`src/frc_pkg.sv`:
```
`timescale 1ns / 1ps
// Shared types, constants and the header byte layout of the frame capture ring writer.
// No dependencies; every other file in src imports this package.
package frc_pkg;

   // Capture memory geometry and header layout
   localparam int CAPTURE_BYTES         = 2048;
   localparam int INDEX_W               = 11;
   localparam int HEADER_BYTES          = 5;
   localparam int INDEX_FIELD_OFFSET    = 1;
   localparam int SEQUENCE_FIELD_OFFSET = 3;
   localparam int BEAT_W                = 3;

   // Input command codes
   typedef enum logic [1:0] {
      CMD_RADIO   = 2'd0,
      CMD_PAYLOAD = 2'd1,
      CMD_ACK     = 2'd2,
      CMD_UNUSED  = 2'd3
   } command_type;

   // Configuration register indexes
   typedef enum logic [1:0] {
      CSR_MIN_LENGTH  = 2'd0,
      CSR_MAX_LENGTH  = 2'd1,
      CSR_RSSI_OFFSET = 2'd2,
      CSR_END_MARKER  = 2'd3
   } csr_index_type;

   typedef struct packed {
      logic [6:0] min_frame_length;
      logic [6:0] max_frame_length;
      logic [7:0] rssi_offset;
      logic [7:0] end_marker;
   } cfg_type;

   // One accepted item's worth of results: either a single beat or a header burst
   typedef struct packed {
      logic                  header;
      logic                  wrap;
      logic [BEAT_W-1:0]     last_beat;
      logic [INDEX_W-1:0]    old_index;
      logic [7:0]            marker;
      logic [INDEX_W-1:0]    base;
      logic [7:0]            total;
      logic [15:0]           seq;
      logic                  write_enable;
      logic [INDEX_W-1:0]    write_address;
      logic [7:0]            write_data;
      logic                  flush;
      logic                  activity;
      logic                  loss;
   } burst_type;

   // Header byte idx: total length, write index and sequence number, high byte first.
   // Sequence fields are placed last so they win where the two fields overlap.
   function automatic logic [7:0] header_byte(input logic [BEAT_W-1:0]  idx,
                                              input logic [7:0]         total,
                                              input logic [INDEX_W-1:0] index,
                                              input logic [15:0]        seq);
      logic [7:0]  hdr [HEADER_BYTES];
      logic [15:0] index_wide;
      index_wide = 16'(index);
      for (int k = 0; k < HEADER_BYTES; k++) begin
         hdr[k] = 8'd0;
      end
      hdr[0]                         = total;
      hdr[INDEX_FIELD_OFFSET]        = index_wide[15:8];
      hdr[INDEX_FIELD_OFFSET + 1]    = index_wide[7:0];
      hdr[SEQUENCE_FIELD_OFFSET]     = seq[15:8];
      hdr[SEQUENCE_FIELD_OFFSET + 1] = seq[7:0];
      if (int'(idx) < HEADER_BYTES) begin
         return hdr[idx];
      end
      return 8'd0;
   endfunction

endpackage

```
`src/frc_csr.sv`:
```
`timescale 1ns / 1ps
// Configuration registers of the frame capture ring writer.
// Depends on frc_pkg for the register index codes and the cfg_type bundle.
module frc_csr (
   input  logic                   clock,
   input  logic                   reset,
   input  logic                   csr_write_enable,
   input  frc_pkg::csr_index_type csr_index,
   input  logic [7:0]             csr_write_data,
   output frc_pkg::cfg_type       cfg
);
   import frc_pkg::*;

   cfg_type cfg_ff, cfg_in;

   // Register write decode
   always_comb begin
      cfg_in = cfg_ff;
      if (csr_write_enable) begin
         case (csr_index)
            CSR_MIN_LENGTH:  cfg_in.min_frame_length = csr_write_data[6:0];
            CSR_MAX_LENGTH:  cfg_in.max_frame_length = csr_write_data[6:0];
            CSR_RSSI_OFFSET: cfg_in.rssi_offset      = csr_write_data;
            CSR_END_MARKER:  cfg_in.end_marker       = csr_write_data;
            default:         cfg_in = cfg_ff;
         endcase
      end
   end

   always_ff @(posedge clock) begin
      if (reset) begin
         cfg_ff.min_frame_length <= 7'd4;
         cfg_ff.max_frame_length <= 7'd127;
         cfg_ff.rssi_offset      <= 8'd73;
         cfg_ff.end_marker       <= 8'd0;
      end else begin
         cfg_ff <= cfg_in;
      end
   end

   assign cfg = cfg_ff;

endmodule

```
`src/frc_tracker.sv`:
```
`timescale 1ns / 1ps
// Ring state and per-beat decision logic: checks frames, updates indexes and
// registers one burst descriptor per accepted beat. Depends on frc_pkg.
module frc_tracker (
   input  logic                       clock,
   input  logic                       reset,
   input  frc_pkg::cfg_type           cfg,
   input  logic                       req_valid,
   output logic                       req_stall,
   input  frc_pkg::command_type       req_command,
   input  logic                       req_frame_done,
   input  logic                       req_start_of_frame,
   input  logic [7:0]                 req_length_byte,
   input  logic [7:0]                 req_fifo_count,
   input  logic [7:0]                 req_payload_byte,
   input  logic [frc_pkg::INDEX_W-1:0] req_acked_position,
   input  logic                       desc_release,
   output logic                       desc_valid,
   output frc_pkg::burst_type         desc
);
   import frc_pkg::*;

   logic [INDEX_W-1:0] write_index_ff, write_index_in;
   logic [INDEX_W-1:0] reader_index_ff, reader_index_in;
   logic [15:0]        sequence_ff, sequence_in;
   logic [7:0]         payload_left_ff, payload_left_in;
   logic [INDEX_W-1:0] payload_address_ff, payload_address_in;
   logic               loss_ff, loss_in;
   logic               activity_ff, activity_in;
   logic               desc_valid_ff, desc_valid_in;
   burst_type          desc_ff, desc_in;

   logic               accept;
   logic [8:0]         full;
   logic [INDEX_W:0]   wsum;
   logic               wraps;
   logic               bad_frame;
   logic               no_space;
   logic               do_flush;
   logic [INDEX_W-1:0] base;

   // The descriptor slot frees when its last beat moves to the output register
   assign req_stall = desc_valid_ff && !desc_release;
   assign accept    = req_valid && !req_stall;

   // Frame checks
   always_comb begin
      full      = 9'(req_length_byte) + 9'(HEADER_BYTES);
      wsum      = (INDEX_W+1)'(write_index_ff) + (INDEX_W+1)'(full);
      wraps     = wsum >= (INDEX_W+1)'(CAPTURE_BYTES);
      bad_frame = (req_length_byte > 8'(cfg.max_frame_length))
               || (req_length_byte < 8'(cfg.min_frame_length))
               || (req_length_byte != req_fifo_count);
      if (wraps) begin
         no_space = (reader_index_ff > write_index_ff)
                 || (9'(reader_index_ff) <= full && reader_index_ff < 11'd512);
      end else begin
         no_space = (reader_index_ff > write_index_ff)
                 && ((INDEX_W+1)'(reader_index_ff) <= wsum);
      end
      base = wraps ? '0 : write_index_ff;
   end

   // Next state and descriptor for the accepted beat
   always_comb begin
      write_index_in     = write_index_ff;
      reader_index_in    = reader_index_ff;
      sequence_in        = sequence_ff;
      payload_left_in    = payload_left_ff;
      payload_address_in = payload_address_ff;
      loss_in            = loss_ff;
      activity_in        = activity_ff;
      do_flush           = 1'b0;
      desc_in            = '0;

      case (req_command)
         CMD_RADIO: begin
            if (req_frame_done) begin
               if (bad_frame) begin
                  do_flush = 1'b1;
               end else if (no_space) begin
                  do_flush = 1'b1;
                  loss_in  = 1'b1;
               end else begin
                  desc_in.header     = 1'b1;
                  desc_in.wrap       = wraps;
                  desc_in.last_beat  = wraps ? BEAT_W'(HEADER_BYTES) : BEAT_W'(HEADER_BYTES - 1);
                  desc_in.old_index  = write_index_ff;
                  desc_in.marker     = cfg.end_marker;
                  desc_in.base       = base;
                  desc_in.total      = full[7:0];
                  desc_in.seq        = sequence_ff;
                  sequence_in        = sequence_ff + 16'd1;
                  payload_address_in = base + INDEX_W'(HEADER_BYTES);
                  payload_left_in    = req_length_byte;
                  write_index_in     = base + INDEX_W'(full);
                  if (req_length_byte == 8'd0) begin
                     activity_in = 1'b0;
                  end
               end
            end else if (req_start_of_frame) begin
               activity_in = 1'b1;
            end else begin
               do_flush = 1'b1;
            end
         end
         CMD_PAYLOAD: begin
            if (payload_left_ff != 8'd0) begin
               desc_in.write_enable  = 1'b1;
               desc_in.write_address = payload_address_ff;
               // RSSI byte arrives when two bytes remain
               desc_in.write_data    = (payload_left_ff == 8'd2)
                                     ? req_payload_byte - cfg.rssi_offset
                                     : req_payload_byte;
               payload_address_in    = payload_address_ff + INDEX_W'(1);
               payload_left_in       = payload_left_ff - 8'd1;
               if (payload_left_ff == 8'd1) begin
                  activity_in = 1'b0;
               end
            end
         end
         CMD_ACK: begin
            reader_index_in = req_acked_position;
         end
         default: begin
            reader_index_in = reader_index_ff;
         end
      endcase

      if (do_flush) begin
         activity_in     = 1'b0;
         payload_left_in = 8'd0;
         desc_in.flush   = 1'b1;
      end
      desc_in.activity = activity_in;
      desc_in.loss     = loss_in;
   end

   assign desc_valid_in = accept || (desc_valid_ff && !desc_release);

   always_ff @(posedge clock) begin
      if (reset) begin
         write_index_ff     <= '0;
         reader_index_ff    <= '0;
         sequence_ff        <= '0;
         payload_left_ff    <= '0;
         payload_address_ff <= '0;
         loss_ff            <= 1'b0;
         activity_ff        <= 1'b0;
         desc_valid_ff      <= 1'b0;
      end else begin
         desc_valid_ff <= desc_valid_in;
         if (accept) begin
            write_index_ff     <= write_index_in;
            reader_index_ff    <= reader_index_in;
            sequence_ff        <= sequence_in;
            payload_left_ff    <= payload_left_in;
            payload_address_ff <= payload_address_in;
            loss_ff            <= loss_in;
            activity_ff        <= activity_in;
         end
      end
   end

   // Descriptor payload, no reset needed
   always_ff @(posedge clock) begin
      if (accept) begin
         desc_ff <= desc_in;
      end
   end

   assign desc_valid = desc_valid_ff;
   assign desc       = desc_ff;

`ifndef ASSERT_OFF
   // A wrapping header always restarts at the bottom of memory
   assert property (@(posedge clock) disable iff (reset)
      desc_valid_ff && desc_ff.header && desc_ff.wrap |-> desc_ff.base == '0)
      else $error("wrapping header not based at address zero");

   // Burst length follows the descriptor kind
   assert property (@(posedge clock) disable iff (reset)
      desc_valid_ff |-> (desc_ff.header ? (desc_ff.last_beat == (desc_ff.wrap
         ? BEAT_W'(HEADER_BYTES) : BEAT_W'(HEADER_BYTES - 1))) : (desc_ff.last_beat == '0)))
      else $error("descriptor burst length inconsistent");

   // A flush always leaves no payload pending
   assert property (@(posedge clock) disable iff (reset)
      accept && do_flush |=> payload_left_ff == 8'd0 && !activity_ff)
      else $error("flush left payload pending or activity on");
`endif

endmodule

```
`src/frc_emitter.sv`:
```
`timescale 1ns / 1ps
// Beat sequencer and result register: walks a burst descriptor out one
// result beat at a time. Depends on frc_pkg.
module frc_emitter (
   input  logic                        clock,
   input  logic                        reset,
   input  logic                        desc_valid,
   input  frc_pkg::burst_type          desc,
   output logic                        desc_release,
   output logic                        rsp_valid,
   input  logic                        rsp_stall,
   output logic                        rsp_write_enable,
   output logic [frc_pkg::INDEX_W-1:0] rsp_write_address,
   output logic [7:0]                  rsp_write_data,
   output logic                        rsp_flush_receiver,
   output logic                        rsp_activity_on,
   output logic                        rsp_loss_seen,
   output logic                        rsp_last
);
   import frc_pkg::*;

   logic [BEAT_W-1:0]  beat_ff, beat_in;
   logic               rsp_valid_ff, rsp_valid_in;
   logic               rsp_write_enable_ff;
   logic [INDEX_W-1:0] rsp_write_address_ff;
   logic [7:0]         rsp_write_data_ff;
   logic               rsp_flush_receiver_ff;
   logic               rsp_activity_on_ff;
   logic               rsp_loss_seen_ff;
   logic               rsp_last_ff;

   logic               out_load;
   logic               take;
   logic               is_last;
   logic [BEAT_W-1:0]  hdr_idx;
   logic               beat_we;
   logic [INDEX_W-1:0] beat_addr;
   logic [7:0]         beat_data;

   assign out_load     = !rsp_valid_ff || !rsp_stall;
   assign take         = desc_valid && out_load;
   assign is_last      = beat_ff == desc.last_beat;
   assign desc_release = take && is_last;

   // Current beat contents
   always_comb begin
      hdr_idx   = desc.wrap ? beat_ff - BEAT_W'(1) : beat_ff;
      beat_we   = desc.write_enable;
      beat_addr = desc.write_address;
      beat_data = desc.write_data;
      if (desc.header) begin
         beat_we = 1'b1;
         if (desc.wrap && beat_ff == '0) begin
            beat_addr = desc.old_index;
            beat_data = desc.marker;
         end else begin
            beat_addr = desc.base + INDEX_W'(hdr_idx);
            beat_data = header_byte(hdr_idx, desc.total, desc.base, desc.seq);
         end
      end
   end

   always_comb begin
      beat_in = beat_ff;
      if (take) begin
         beat_in = is_last ? '0 : beat_ff + BEAT_W'(1);
      end
      rsp_valid_in = out_load ? desc_valid : rsp_valid_ff;
   end

   always_ff @(posedge clock) begin
      if (reset) begin
         beat_ff      <= '0;
         rsp_valid_ff <= 1'b0;
      end else begin
         beat_ff      <= beat_in;
         rsp_valid_ff <= rsp_valid_in;
      end
   end

   // Result register
   always_ff @(posedge clock) begin
      if (take) begin
         rsp_write_enable_ff   <= beat_we;
         rsp_write_address_ff  <= beat_addr;
         rsp_write_data_ff     <= beat_data;
         rsp_flush_receiver_ff <= desc.flush;
         rsp_activity_on_ff    <= desc.activity;
         rsp_loss_seen_ff      <= desc.loss;
         rsp_last_ff           <= is_last;
      end
   end

   assign rsp_valid          = rsp_valid_ff;
   assign rsp_write_enable   = rsp_write_enable_ff;
   assign rsp_write_address  = rsp_write_address_ff;
   assign rsp_write_data     = rsp_write_data_ff;
   assign rsp_flush_receiver = rsp_flush_receiver_ff;
   assign rsp_activity_on    = rsp_activity_on_ff;
   assign rsp_loss_seen      = rsp_loss_seen_ff;
   assign rsp_last           = rsp_last_ff;

`ifndef ASSERT_OFF
   // The beat counter never runs past the burst
   assert property (@(posedge clock) disable iff (reset)
      desc_valid |-> beat_ff <= desc.last_beat)
      else $error("beat counter beyond burst length");

   // A flush beat is a lone, non-writing beat
   assert property (@(posedge clock) disable iff (reset)
      rsp_valid_ff && rsp_flush_receiver_ff |-> rsp_last_ff && !rsp_write_enable_ff)
      else $error("flush beat writes or is not last");

   // Non-writing beats carry zero address and data
   assert property (@(posedge clock) disable iff (reset)
      rsp_valid_ff && !rsp_write_enable_ff |->
         rsp_write_address_ff == '0 && rsp_write_data_ff == 8'd0)
      else $error("idle beat carries address or data");
`endif

endmodule

```
`src/frame_capture_ring_writer_core.sv`:
```
`timescale 1ns / 1ps
// Frame capture ring writer: usage notes
//   req_* channel (valid/stall): one beat per radio event, payload byte or
//     reader acknowledge. rsp_* channel (valid/stall): capture memory writes,
//     receiver flush requests and indicator levels; rsp_last marks the final
//     result beat of each request beat.
//   csr_* port: plain write port for min/max frame length, RSSI offset and
//     end marker; write only while the block is idle.
//   Flow: an accepted request is registered in the descriptor slot, and its
//     first result then in the result register. Payload, acknowledge and
//     start-of-frame beats give one result each and flow at one beat per
//     cycle unless the receiver stalls. An accepted frame-done gives five
//     header results, six when the ring wraps; the burst leaves the single
//     descriptor slot at the same rate, and the request side stalls behind it.
//   The descriptor slot and the result register are separate, so one request
//   is taken while a result waits on a stalled receiver; further requests stall
//   until the receiver drains. Results are never dropped or repeated.
//   Reset (synchronous, active high) clears indexes, sequence number, pending
//   payload and both flags, and loads the register defaults.
// Depends on frc_pkg, frc_csr, frc_tracker and frc_emitter.
module frame_capture_ring_writer_core (
   input  logic                        clock,
   input  logic                        reset,
   input  logic                        csr_write_enable,
   input  logic [1:0]                  csr_index,
   input  logic [7:0]                  csr_write_data,
   input  logic                        req_valid,
   output logic                        req_stall,
   input  logic [1:0]                  req_command,
   input  logic                        req_frame_done,
   input  logic                        req_start_of_frame,
   input  logic [7:0]                  req_length_byte,
   input  logic [7:0]                  req_fifo_count,
   input  logic [7:0]                  req_payload_byte,
   input  logic [frc_pkg::INDEX_W-1:0] req_acked_position,
   output logic                        rsp_valid,
   input  logic                        rsp_stall,
   output logic                        rsp_write_enable,
   output logic [frc_pkg::INDEX_W-1:0] rsp_write_address,
   output logic [7:0]                  rsp_write_data,
   output logic                        rsp_flush_receiver,
   output logic                        rsp_activity_on,
   output logic                        rsp_loss_seen,
   output logic                        rsp_last
);
   import frc_pkg::*;

   cfg_type   cfg;
   burst_type desc;
   logic      desc_valid;
   logic      desc_release;

   // Configuration registers
   frc_csr u_csr (
      .clock            (clock),
      .reset            (reset),
      .csr_write_enable (csr_write_enable),
      .csr_index        (csr_index_type'(csr_index)),
      .csr_write_data   (csr_write_data),
      .cfg              (cfg)
   );

   // Ring state and frame checks
   frc_tracker u_tracker (
      .clock              (clock),
      .reset              (reset),
      .cfg                (cfg),
      .req_valid          (req_valid),
      .req_stall          (req_stall),
      .req_command        (command_type'(req_command)),
      .req_frame_done     (req_frame_done),
      .req_start_of_frame (req_start_of_frame),
      .req_length_byte    (req_length_byte),
      .req_fifo_count     (req_fifo_count),
      .req_payload_byte   (req_payload_byte),
      .req_acked_position (req_acked_position),
      .desc_release       (desc_release),
      .desc_valid         (desc_valid),
      .desc               (desc)
   );

   // Result beat sequencer
   frc_emitter u_emitter (
      .clock              (clock),
      .reset              (reset),
      .desc_valid         (desc_valid),
      .desc               (desc),
      .desc_release       (desc_release),
      .rsp_valid          (rsp_valid),
      .rsp_stall          (rsp_stall),
      .rsp_write_enable   (rsp_write_enable),
      .rsp_write_address  (rsp_write_address),
      .rsp_write_data     (rsp_write_data),
      .rsp_flush_receiver (rsp_flush_receiver),
      .rsp_activity_on    (rsp_activity_on),
      .rsp_loss_seen      (rsp_loss_seen),
      .rsp_last           (rsp_last)
   );

endmodule
```
`config.mk`:
```
export PLATFORM = sky130hd
export DESIGN_NAME = frame_capture_ring_writer_core
export DESIGN_NICKNAME = d
export VERILOG_FILES = /design/src/frc_pkg.sv /design/src/frc_csr.sv /design/src/frc_tracker.sv /design/src/frc_emitter.sv /design/src/frame_capture_ring_writer_core.sv
export SDC_FILE = /design/constraint.sdc
export NUM_CORES = 1
export LEC_CHECK = 0
export ABC_AREA = 1
export BUFFER_PORTS_ARGS = -buffer_cell sky130_fd_sc_hd__clkbuf_2
export CAP_MARGIN = 15
export CORE_MARGIN = 2
export CORE_UTILIZATION = 40
export CTS_BUF_LIST = sky130_fd_sc_hd__clkbuf_2
export CTS_CLUSTER_DIAMETER = 150
export DETAILED_ROUTE_END_ITERATION = 10
export GPL_TIMING_DRIVEN = 0
export PLACE_DENSITY_LB_ADDON = 0.12
export SYNTH_ARGS = -nofsm -noshare
export SYNTH_HDL_FRONTEND = slang
export SYNTH_HIERARCHICAL = 1
export SYNTH_SLANG_ARGS = --single-unit
```
`constraint.sdc`:
```
create_clock -name clock -period 13 [get_ports clock]
set_input_delay 2.6 -clock clock [delete_from_list [all_inputs] [get_ports clock]]
set_output_delay 2.6 -clock clock [all_outputs]
set_load 0.02 [all_outputs]
```
# --- Word-level counts from Yosys, hierarchy flattened ---
# Index checks and enable logic that the tools add are counted.
op_classes:
  n_addsub: 11
  order_cmp: 9
  eq_ne: 17
  n_mux: 50
  bitwise_logic: 5
  reduce_logical: 34
op_table:
  columns: ["operator", "count"]
  rows:
  - ["two-way mux 8 bit", 12]
  - ["two-way mux 11 bit", 7]
  - ["two-way mux 59 bit", 1]
  - ["binary-select mux 8 bit (select 3 bit)", 1]
  - ["two-way mux 1 bit", 23]
  - ["case mux 11 bit (2 select lines)", 1]
  - ["two-way mux 20 bit", 1]
  - ["adder 16 x 1 -> 16 bit (second input constant)", 1]
  - ["case mux 8 bit (2 select lines)", 1]
  - ["adder 11 x 9 -> 12 bit", 1]
  - [">= comparator 12 bit (second input constant)", 1]
  - ["<= comparator 11 x 12 -> 1 bit", 1]
  - ["AND reduction 2 bit", 6]
  - ["AND reduction 6 bit", 2]
  - ["adder 11 x 1 -> 11 bit (second input constant)", 1]
  - ["adder 11 x 3 -> 11 bit", 1]
  - ["adder 11 x 3 -> 11 bit (second input constant)", 1]
  - ["adder 11 x 9 -> 11 bit", 1]
  - ["greater-than comparator 11 bit", 1]
  - ["less-than comparator 11 x 10 -> 1 bit (second input constant)", 1]
  - ["adder 8 x 3 -> 9 bit (second input constant)", 1]
  - ["<= comparator 9 bit", 1]
  - ["== test 8 x 1 -> 1 bit (second input constant)", 1]
  - ["== test 8 x 2 -> 1 bit (second input constant)", 1]
  - ["other kinds (33)", 57]
word_totals:
  reg_bits: 200
  output_inout_bits: 26
  word_cells: 161

# --- Logic depth before layout (Yosys ltp) ---
depth:
  depth_word: 11
  ltp_mapped: 30
  depth_no_buf: 29

# --- Modules after synthesis ---
# The synthesis kept the hierarchy.
modules_own_cells:
  columns: ["module", "instances", "cells_per_inst", "area_each_um2"]
  rows:
  - ["frc_tracker", 1, 1142, 8959.8]
  - ["frc_emitter", 1, 315, 2278.4]
  - ["frc_csr", 1, 176, 1221.2]

# --- Worst setup path before layout ---
# Ideal clock, no wire load.
synth_path:
  kind: "input-to-reg"
  start: "input rsp_stall"
  end: "register u_tracker.reader_index_ff[10]"
  setup_ps: 116
  arrival_ps: 7216
  t_required_ps: 12884
  setup_slack_ps: 5668
  stages: 15
  cell_sequence: "nand2_1 > nand2_1 > inv_1 > nand2_1 > inv_1 > inv_1 > nand2_1 > inv_1 > nor2_2 > inv_1 > nor3_1 > inv_1 > clkbuf_1 > nor2_1 > nor2_1"
synth_via:
  elab_chain_cells: 9
synth_rtl:
  columns: ["item", "line", "source"]
  rows:
  - ["from (decl)", "frame_capture_ring_writer_core.sv:37", "input logic rsp_stall,"]
  - ["logical NOT 1 bit", "frc_emitter.sv:40", "assign out_load = !rsp_valid_ff || !rsp_stall;"]
  - ["logical OR 1 bit", "frc_emitter.sv:40", null]
  - ["logical AND 1 bit", "frc_emitter.sv:41", "assign take = desc_valid && out_load;"]
  - ["named net u_emitter.take", "frc_emitter.sv:33", "logic take;"]
  - ["logical AND 1 bit", "frc_emitter.sv:43", "assign desc_release = take && is_last;"]
  - ["named net desc_release", "frame_capture_ring_writer_core.sv:51", "logic desc_release;"]
  - ["logical NOT 1 bit", "frc_tracker.sv:43", "assign req_stall = desc_valid_ff && !desc_release;"]
  - ["logical AND 1 bit", "frc_tracker.sv:43", null]
  - ["named net req_stall", "frame_capture_ring_writer_core.sv:28", "output logic req_stall,"]
  - ["logical NOT 1 bit", "frc_tracker.sv:44", "assign accept = req_valid && !req_stall;"]
  - ["logical AND 1 bit", "frc_tracker.sv:44", null]
  - ["named net u_tracker.accept", "frc_tracker.sv:33", "logic accept;"]
  - ["AND reduction 2 bit (no line)", null, null]
  - ["to (signal assigned)", "frc_tracker.sv:155", "reader_index_ff <= reader_index_in;"]
  - ["to (decl)", "frc_tracker.sv:24", "logic [INDEX_W-1:0] reader_index_ff, reader_index_in;"]
# The timed path passes the listed nets, and every way through them passes these cells.
# A chain may end at the register's enable or synchronous reset.

# --- Final worst setup path ---
layout_path:
  start: "input rsp_stall"
  end: "output req_stall"
layout_via:
  elab_chain_cells: 6
layout_rtl:
  columns: ["item", "line"]
  rows:
  - ["logical NOT 1 bit", "frc_emitter.sv:40"]
  - ["logical OR 1 bit", "frc_emitter.sv:40"]
  - ["logical AND 1 bit", "frc_emitter.sv:41"]
  - ["named net u_emitter.take", "frc_emitter.sv:33"]
  - ["logical AND 1 bit", "frc_emitter.sv:43"]
  - ["named net desc_release", "frame_capture_ring_writer_core.sv:51"]
  - ["logical NOT 1 bit", "frc_tracker.sv:43"]
  - ["logical AND 1 bit", "frc_tracker.sv:43"]
  - ["to (decl)", "frame_capture_ring_writer_core.sv:28"]
# The timed path passes the listed nets, and every way through them passes these cells.

==> metrics.yaml <==
dieArea_um2: 32600
antenna_found_initial: 1
fin_nets: 1873
synth_edf_count: 104
die_h_um: 180
p_per_area_nw_per_um2: 95.6
max_freq_ghz: 0.145
crit_path_top_delay_cell: "inv_1"
synth_top_family_by_area: "simple AND/OR/NAND/NOR gates"
synth_seq_cells: 198
p_seq_frac: 0.545
ys.warnings.count: 6
min_path_type: "reg -> reg"
drive_above_1_share: 0.120
power_leakage_nw: 6.16
power_mw: 1.31
numPortBuffers: 78
period_share: 0.532
min-delay-start: "u_tracker/desc[2]"
ys_types: 51
crit_fanout: 27
dp_cells: 2109
worst_slew_pin_slew_ps: 1120
cp_slowest_stage_delay_ps: 830
clk-insertion-delay-late_ps: 860
cap_violations: 0
synth_area_leader_cell: "edfxtp_1"
power_frac_comb: 0.202
cts_setup_buffers: 0
htree_levels: 4
yosysMostFrequentCell: "nand2_1"
postCtsHoldBufs: 0
synthSimpleGateAreaFrac: 0.285
timing.slew.headroom: 0.256
max-vdd-ir-drop_mv: 0.0568
yosys-mux-area-fraction: 0
synth.top_cells.by_count: "329 x nand2_1, 232 x nor2_1, 224 x inv_1"
setup_violations: 0
cts-root-buf: "clkbuf_2"
avgSynthCellArea_um2: 7.63
internal_power_uw: 864
clock_skew_ps: 72.3
synthAdderAreaFrac: 0.0898
ant_nets: 0
die_w_um: 180
dr.pass1.iters: 5
ys.flop_type: "edfxtp_1"
drt_iter0_drc: 806
path_clk_slew_ps: 360
netlist_top_cells_area: "edfxtp_1 25%, dfxtp_1 15%, nand2_1 9.9%, ha_1 8.3%, nor2_1 7.0%"
rows: 64
fill_cells: 3177
outcome: "completed"
gp_congestion: 0.910
cts_tree: "yes"
end_kind: "output pin"
wire_per_inst_um: 15.9
gr-total-overflow: 0
timing.rr.start: "u_tracker/write_index_ff[0]"
async_flop_share: 0
fin_cells: 2142
syn_inst: 1633
grt_usage: 0.209
cts_resized: 0
cts_buffers: 17
yosysSeqAreaShare: 0.402
cts.sinks: 198
grt_max_degree: 36
synth_top_area_share: 0.251
critical_path_class: "in -> out"
tns_ps: 0
synth.net_count: 1774
hold_violations: 0
dpl.hpwl_um: 26400
period_needed_ps: 6920
rsz0062_at_grt: "false"
cp.arrival_ps: 4320
required_ps: 10400
drc: 0
cts.path.max_buffers: 2
synthXorXnorAreaFrac: 0.0309
p_switching_uw: 441
cp-start-kind: "input port"
start_util: 0.406
area_growth_pct: 9.60
grt_pass1_vias: 9793
wl_um: 34100
synth_area_um2: 12500
vias: 10612
grt_pass1_wl_um: 53500
viasPerCell: 4.95
timing.final.max_slew_violations: 0
clockPowerShare: 0.252
synth-compound-area-share: 0.100
crit_path_start: "rsp_stall"
crit_path_cell_trace: "clkbuf_2 -> nand2_1 -> nand2_1 -> inv_1 -> nand2_1 -> inv_1 -> inv_1 -> nand2_1 -> inv_1 -> clkbuf_2"
swShare: 0.338
placeableCoreArea_um2: 30700
ios: 80
[logic make-up after synthesis]
logic type / count (synthesis)
XOR/XNOR: 44
flip-flops: 198
adder cells (fa/ha/maj): 87
buffers and inverters: 281
AO/OA/AOI/OAI: 231
AND/OR/NAND/NOR: 791
other: 1
[metrics by stage]
step	area (um2)	hold slack, ps	utilization	setup slack [ps]
6_report	13700	472	0.445	6080
4_1_cts	13700	470	0.445	6040
3_3_place_gp	13300	405	0.435	3580
3_5_place_dp	13400	405	0.437	5510
5_1_grt	13700	489	0.445	5870
2_1_floorplan	12500	400	-	5670
[cells in the final DEF, fill, tap and decap left out, drive strengths merged, types with 32 or more instances in the layout]
master  netlist  layout
a21oi       117     117
ha           83      83
xor2         32      32
edfxtp      104     104
nand2       346     346
dfxtp        94      94
inv         230     237
o21ai        91      91
nand3       123     123
clkbuf       20     115
nor2        248     248
buf          31      33
[power by group through the flow]
| stage | Sequential [mW] | Clock (mW) | Combinational (mW) |
|---|---|---|---|
| 6_report | 0.712 | 0.329 | 0.264 |
| 3_5_place_dp | 0.725 | 0 | 0.264 |
| 4_1_cts | 0.712 | 0.338 | 0.265 |
| 3_3_place_gp | 0.726 | 0 | 0.259 |
| 2_1_floorplan | 0.726 | 0 | 0.179 |
| 5_1_grt | 0.716 | 0.362 | 0.300 |
[per-layer routing]
metal / part of all wire / vias up / track usage
met5: 0 / - / 0
met4: 0.013 / 0 / 0.0448
met3: 0.042 / 22 / 0.0285
met2: 0.45 / 255 / 0.327
met1: 0.50 / 4817 / 0.307
li1: - / 5518 / -
[sequential cells by signal (all words and copies together) (netlist names), 3 cells and up]
register and count:
u_tracker/reader_index_ff 11, u_tracker/desc 80, u_emitter/beat_ff 3, u_tracker/payload_address_ff 11
u_tracker/payload_left_ff 8, u_csr/cfg 30, u_tracker/write_index_ff 11, u_emitter/rsp_write_data 8
u_emitter/rsp_write_address 11, u_tracker/sequence_ff 16
[critical path, delay by kind of cell]
family | cells | cell delay (ps)
buffers and inverters | 6 | 1280
AND/OR/NAND/NOR | 4 | 420
[cell type report]
cell class | count | area [um2] | area share
multi-input combinational | 1154 | 6300 | 0.462
tap | 396 | 495 | 0.0363
sequential | 198 | 5000 | 0.367
timing repair buffer | 80 | 430 | 0.0315
clock buffer | 17 | 85.1 | 0.00623
inverter | 230 | 863 | 0.0632
clock inverter | 15 | 178 | 0.0130
buffer | 51 | 292 | 0.0213
antenna | 1 | 2.50 | 0.000183
[worst paths after layout]
check / endpoint / slack (ps) / cells past startpoint
worst max-delay path: req_stall / 6080 / 10
worst min register to register: u_emitter/rsp_flush_receiver / 470 / 0
worst max register to register: u_tracker/write_index_ff[1] / 8720 / 23
worst min-delay path: u_emitter/rsp_flush_receiver / 470 / 0
No activity file was read; power rests on OpenSTA's default activity.
